**src/rtl/dfs_pkg.sv**
```systemverilog
`default_nettype none

package dfs_pkg;

  localparam int VIN_W     = 6;
  localparam int CFG_W     = 7;
  localparam int CFG_RESET = 64;
  // candidate bits examined per scan cycle
  localparam int GROUP_W   = 16;

  typedef enum logic [1:0] {
    OP_ADD   = 2'd0,
    OP_FIND  = 2'd1,
    OP_CLEAR = 2'd2
  } opcode_e;

  typedef struct packed {
    logic accept;
    logic clr;
    logic add_rd_a;
    logic add_wr_a;
    logic add_wr_b;
    logic init;
    logic load;
    logic scan_adv;
    logic push;
    logic pop;
    logic pop_load;
    logic out_rd;
    logic emit_nf;
  } cmd_t;

  typedef struct packed {
    logic a_ok;
    logic b_ok;
    logic same_ab;
    logic grp_any;
    logic grp_last;
    logic next_is_b;
    logic depth_full;
    logic depth_one;
  } sts_t;

endpackage

`default_nettype wire

```
**src/rtl/dfs_ctrl.sv**
```systemverilog
`default_nettype none

module dfs_ctrl (
  input  wire logic          clk_i,
  input  wire logic          rst_ni,
  input  wire logic          start,
  input  wire logic [1:0]    opcode_i,
  input  wire dfs_pkg::sts_t sts_i,
  output dfs_pkg::cmd_t      cmd_o,
  output logic               busy
);
  import dfs_pkg::*;

  localparam logic [2:0] ST_IDLE   = 3'd0;
  localparam logic [2:0] ST_ADD_RA = 3'd1;
  localparam logic [2:0] ST_ADD_WA = 3'd2;
  localparam logic [2:0] ST_ADD_WB = 3'd3;
  localparam logic [2:0] ST_LOAD   = 3'd4;
  localparam logic [2:0] ST_SCAN   = 3'd5;
  localparam logic [2:0] ST_POP    = 3'd6;
  localparam logic [2:0] ST_OUT    = 3'd7;

  logic [2:0] state_q, state_d;
  opcode_e    op;

  assign op   = opcode_e'(opcode_i);
  assign busy = (state_q != ST_IDLE);

  always_comb begin
    state_d = state_q;
    cmd_o   = '0;
    case (state_q)
      ST_IDLE: begin
        if (start) begin
          cmd_o.accept = 1'b1;
          case (op)
            OP_ADD: begin
              if (sts_i.a_ok && sts_i.b_ok) state_d = ST_ADD_RA;
            end
            OP_FIND: begin
              if (sts_i.a_ok && sts_i.b_ok) begin
                cmd_o.init = 1'b1;
                state_d    = sts_i.same_ab ? ST_OUT : ST_LOAD;
              end else begin
                cmd_o.emit_nf = 1'b1;
              end
            end
            OP_CLEAR: cmd_o.clr = 1'b1;
            default: ;
          endcase
        end
      end
      ST_ADD_RA: begin
        cmd_o.add_rd_a = 1'b1;
        state_d        = ST_ADD_WA;
      end
      ST_ADD_WA: begin
        cmd_o.add_wr_a = 1'b1;
        state_d        = ST_ADD_WB;
      end
      ST_ADD_WB: begin
        cmd_o.add_wr_b = 1'b1;
        state_d        = ST_IDLE;
      end
      ST_LOAD: begin
        cmd_o.load = 1'b1;
        state_d    = ST_SCAN;
      end
      ST_SCAN: begin
        if (sts_i.grp_any && !sts_i.depth_full) begin
          cmd_o.push = 1'b1;
          state_d    = sts_i.next_is_b ? ST_OUT : ST_LOAD;
        end else if (!sts_i.grp_any && !sts_i.grp_last) begin
          cmd_o.scan_adv = 1'b1;
        end else if (sts_i.depth_one) begin
          // stack runs empty: no path
          cmd_o.emit_nf = 1'b1;
          state_d       = ST_IDLE;
        end else begin
          cmd_o.pop = 1'b1;
          state_d   = ST_POP;
        end
      end
      ST_POP: begin
        cmd_o.pop_load = 1'b1;
        state_d        = ST_LOAD;
      end
      ST_OUT: begin
        cmd_o.out_rd = 1'b1;
        if (sts_i.depth_one) state_d = ST_IDLE;
      end
      default: state_d = ST_IDLE;
    endcase
  end

  always_ff @(posedge clk_i or negedge rst_ni) begin
    if (!rst_ni) begin
      state_q <= ST_IDLE;
    end else begin
      state_q <= state_d;
    end
  end

endmodule

`default_nettype wire

```
**config.mk**
```make
export PLATFORM = sky130hd
export DESIGN_NAME = dfs_ctrl
export DESIGN_NICKNAME = d
export VERILOG_FILES = /design/src/rtl/dfs_pkg.sv /design/src/rtl/dfs_ctrl.sv
export SDC_FILE = /design/constraint.sdc
export NUM_CORES = 1
export LEC_CHECK = 0
export ABC_AREA = 0
export BUFFER_PORTS_ARGS = -buffer_cell sky130_fd_sc_hd__buf_2
export CORE_AREA = 4 4 41 43
export DETAILED_ROUTE_END_ITERATION = 8
export DIE_AREA = 0 0 45 47
export PLACE_DENSITY = 0.63
export SLEW_MARGIN = 40
export SYNTH_ARGS = -nofsm -noshare
export SYNTH_HDL_FRONTEND = slang
export SYNTH_SLANG_ARGS = --single-unit
```
**constraint.sdc**
```tcl
create_clock -name clk_i -period 1.7 [get_ports clk_i]
set_input_delay 0.17 -clock clk_i [delete_from_list [all_inputs] [get_ports clk_i]]
set_output_delay 0.17 -clock clk_i [all_outputs]
set_load 0.005 [all_outputs]
```
==> run summary <==
Post-synth top area cell: dfrtp_1
CTS Sinks: 3
Status: completed
Fin Clk Skew: 0.00148 ns
Rows: 13
Wire per inst: 10.9 um
Die Y-Extent: 47 um
Syn Std Cell Area: 394 um2
Gr usage total: 11.7%
CTS Buf Count: 3
TritonCTS clock tree: done
Peak supply drop: 0.604 mV
Number of flip-flops in the largest register: 3
Total grt overflow: 0
Static Leakage: 0.296 nW
Initial Util: 30.3%
Number of diodes: 0
Period utilization: 95.0%
Util after Layout: 43.6%
Routed wire length: 1070 um
FMAX: 619 MHz
Crit end category: output port
Vias: 474
CP max FO: 11
CP delay by family, top: flip-flops
Min-Delay Path Class: input port to asynchronous set/reset pin
Skew-Pair Late Insertion Delay: 0.23 ns
Final nets: 97
Routability cong.: 0.810
Relative slew slack: 84.5%
Largest register by flop count: state_q
Post-route insts no fill: 98
Crit-path slowest cell: dfrtp_2
Longest Clk Path Bufs: 2
Yosys Warn Count: 0
Post-route ant nets: 0
#FFs+latches synth: 3
Core box area: 1300 um2
HPWL Detailed: 823 um
Max Slew Vio Count: 0
Measured slew at the worst slew-check pin: 0.229 ns
Dominant cells by area after synthesis: dfrtp_1, nand2_1, nor3_1
Crit path cell chain: and2b_4 -> nand2_1 -> nor2_1 -> a22o_1 -> buf_2
Drc violations: 0
Syn_nets: 67
Layout area overhead: 43.8%
Fill count: 143
Die boundary width: 45 um
Synth cell types: 27
Final-report hold violation count: 0
Initial antenna violation count: 0
IO Pins: 27
Vias in the first global route: 481
Post-Synthesis Cells: 54
Final min period: 1.61 ns
RSZ-0062 raised after global routing: false
Crit path kind: flip-flop to output port
Power Total: 0.768 mW
DRT iter0 DRCs: 8
Final setup violating endpoints: 0
PD cells: 1360 nW/um2
Post-Place Cells: 93
H-tree depth: 1
Arr. time, crit path: 1.44 ns
Max cap viols: 0
Post-CTS Setup Inserts: 0
Die area: 2120 um2
Average size of a mapped cell: 7.30 um2
Share of the synthesized area in the top cell type: 19.0%
Clock Pin Slew Worst Setup and Hold Paths: 0.04 ns
Crit path buf inv count: 1
Pin count of the biggest net entering global routing: 13
Setup_tns: 0 ns
Drt via density: 4.84
Port Buf Inserts: 26
CP required: 1.53 ns
Crit-path max cell delay: 0.48 ns
Share of layout cells above drive strength 1: 49.4%
CTS root buf: clkbuf_4
Worst setup SP type: flip-flop
Part of the Yosys area used for sequential elements: 19.0%
First-pass GRT wire length: 1840 um
DR pass1 iterations: 5
Regs by FF count: state_q x3
[placed cells by master, fill, tap and decap left out]
master / n
a21oi_1: 2
buf_2: 26
o211ai_4: 1
and3_2: 1
inv_2: 1
a31oi_1: 3
o21ai_0: 1
o21ai_1: 2
nor2b_1: 1
inv_1: 3
nor3_2: 2
o21a_1: 1
clkbuf_4: 3
o311ai_1: 1
a31o_2: 1
mux2i_1: 1
nand2b_1: 3
a22o_1: 1
clkbuf_1: 1
nor2_1: 6
dfrtp_2: 3
nand2_1: 8
and2b_4: 1
buf_4: 1
o31ai_1: 1
a41o_1: 1
nor2b_4: 1
dlygate4sd3_1: 1
nor3_1: 5
[layer usage]
layer  vias up  part of all wire, %  GRT usage [%]
met5         -                    0              0
met4         0                  1.3           5.26
met3         2                   12           3.83
met2        28                   40           18.9
met1       194                   47           14.1
li1        250                    -              -
[cell usage after synthesis]
master / n
nor2b_1: 1
a41o_1: 1
a21oi_1: 2
nor3_2: 2
buf_4: 1
nand2b_1: 3
nor3_1: 5
and3_2: 1
o211ai_4: 1
inv_1: 3
o21ai_0: 1
a22o_1: 1
o21ai_1: 2
a31oi_1: 3
a31o_2: 1
o21a_1: 1
mux2i_1: 1
buf_6: 1
nor2b_4: 1
o31ai_1: 1
buf_2: 1
nand2_1: 8
o311ai_1: 1
nor2_1: 6
dfrtp_1: 3
and2b_4: 1
inv_2: 1
[repair_timing]
| action | 4_1_cts | 5_1_grt |
|---|---|---|
| hold buffers | 1 | 0 |
| resized for setup | 0 | 3 |
| endpoints found under the setup margin | 0 | 3 |
| endpoints found under the hold margin | 3 | 0 |
[power by group]
group / switching (mW) / internal, mW
sequential: 0.0981 / 0.112
clock: 0.0365 / 0.0879
combinational: 0.203 / 0.230
total: 0.338 / 0.430
[through the flow]
step                setup slack, ns  area (um2)  hold WS, ns
finish                       0.0855         567        0.270
CTS                          0.0158         563        0.265
detailed placement            0.274         527      -0.0341
global placement              0.258         527      -0.0347
global route                0.00118         567        0.283
floorplan                     0.455         394       -0.126
[worst paths after layout]
check | from | depth (start not counted) | slack, ns | end
min in group clk_i | sts_i[5] | 3 | 0.29 | state_q[0]
hold / removal | rst_ni | 2 | 0.27 | state_q[0]
hold reg to reg | state_q[2] | 2 | 0.72 | state_q[2]
setup reg to reg | state_q[0] | 5 | 0.34 | state_q[1]
max in group asynchronous | rst_ni | 2 | 1.31 | state_q[2]
setup / recovery | state_q[0] | 5 | 0.09 | cmd_o[0]
[layout make-up]
cell class	instances	area [um2]	share of cell area [%]
inverters	4	15.0	2.65
multi-input cells	44	280	49.4
repair buffers	28	148	26.0
clock buffers	4	26.3	4.64
flip-flops and latches	3	78.8	13.9
well taps	15	18.8	3.31
[kinds of logic (layout without fill, tap and decap cells)]
family,count (synthesis),after routing,synth area share [%]
AO/OA/AOI/OAI,15,15,29.5
buffers and inverters,7,36,9.84
flip-flops,3,3,19.0
AND/OR/NAND/NOR,28,28,39.0
multiplexers,1,1,2.54
No activity file was read; power rests on OpenSTA's default activity.
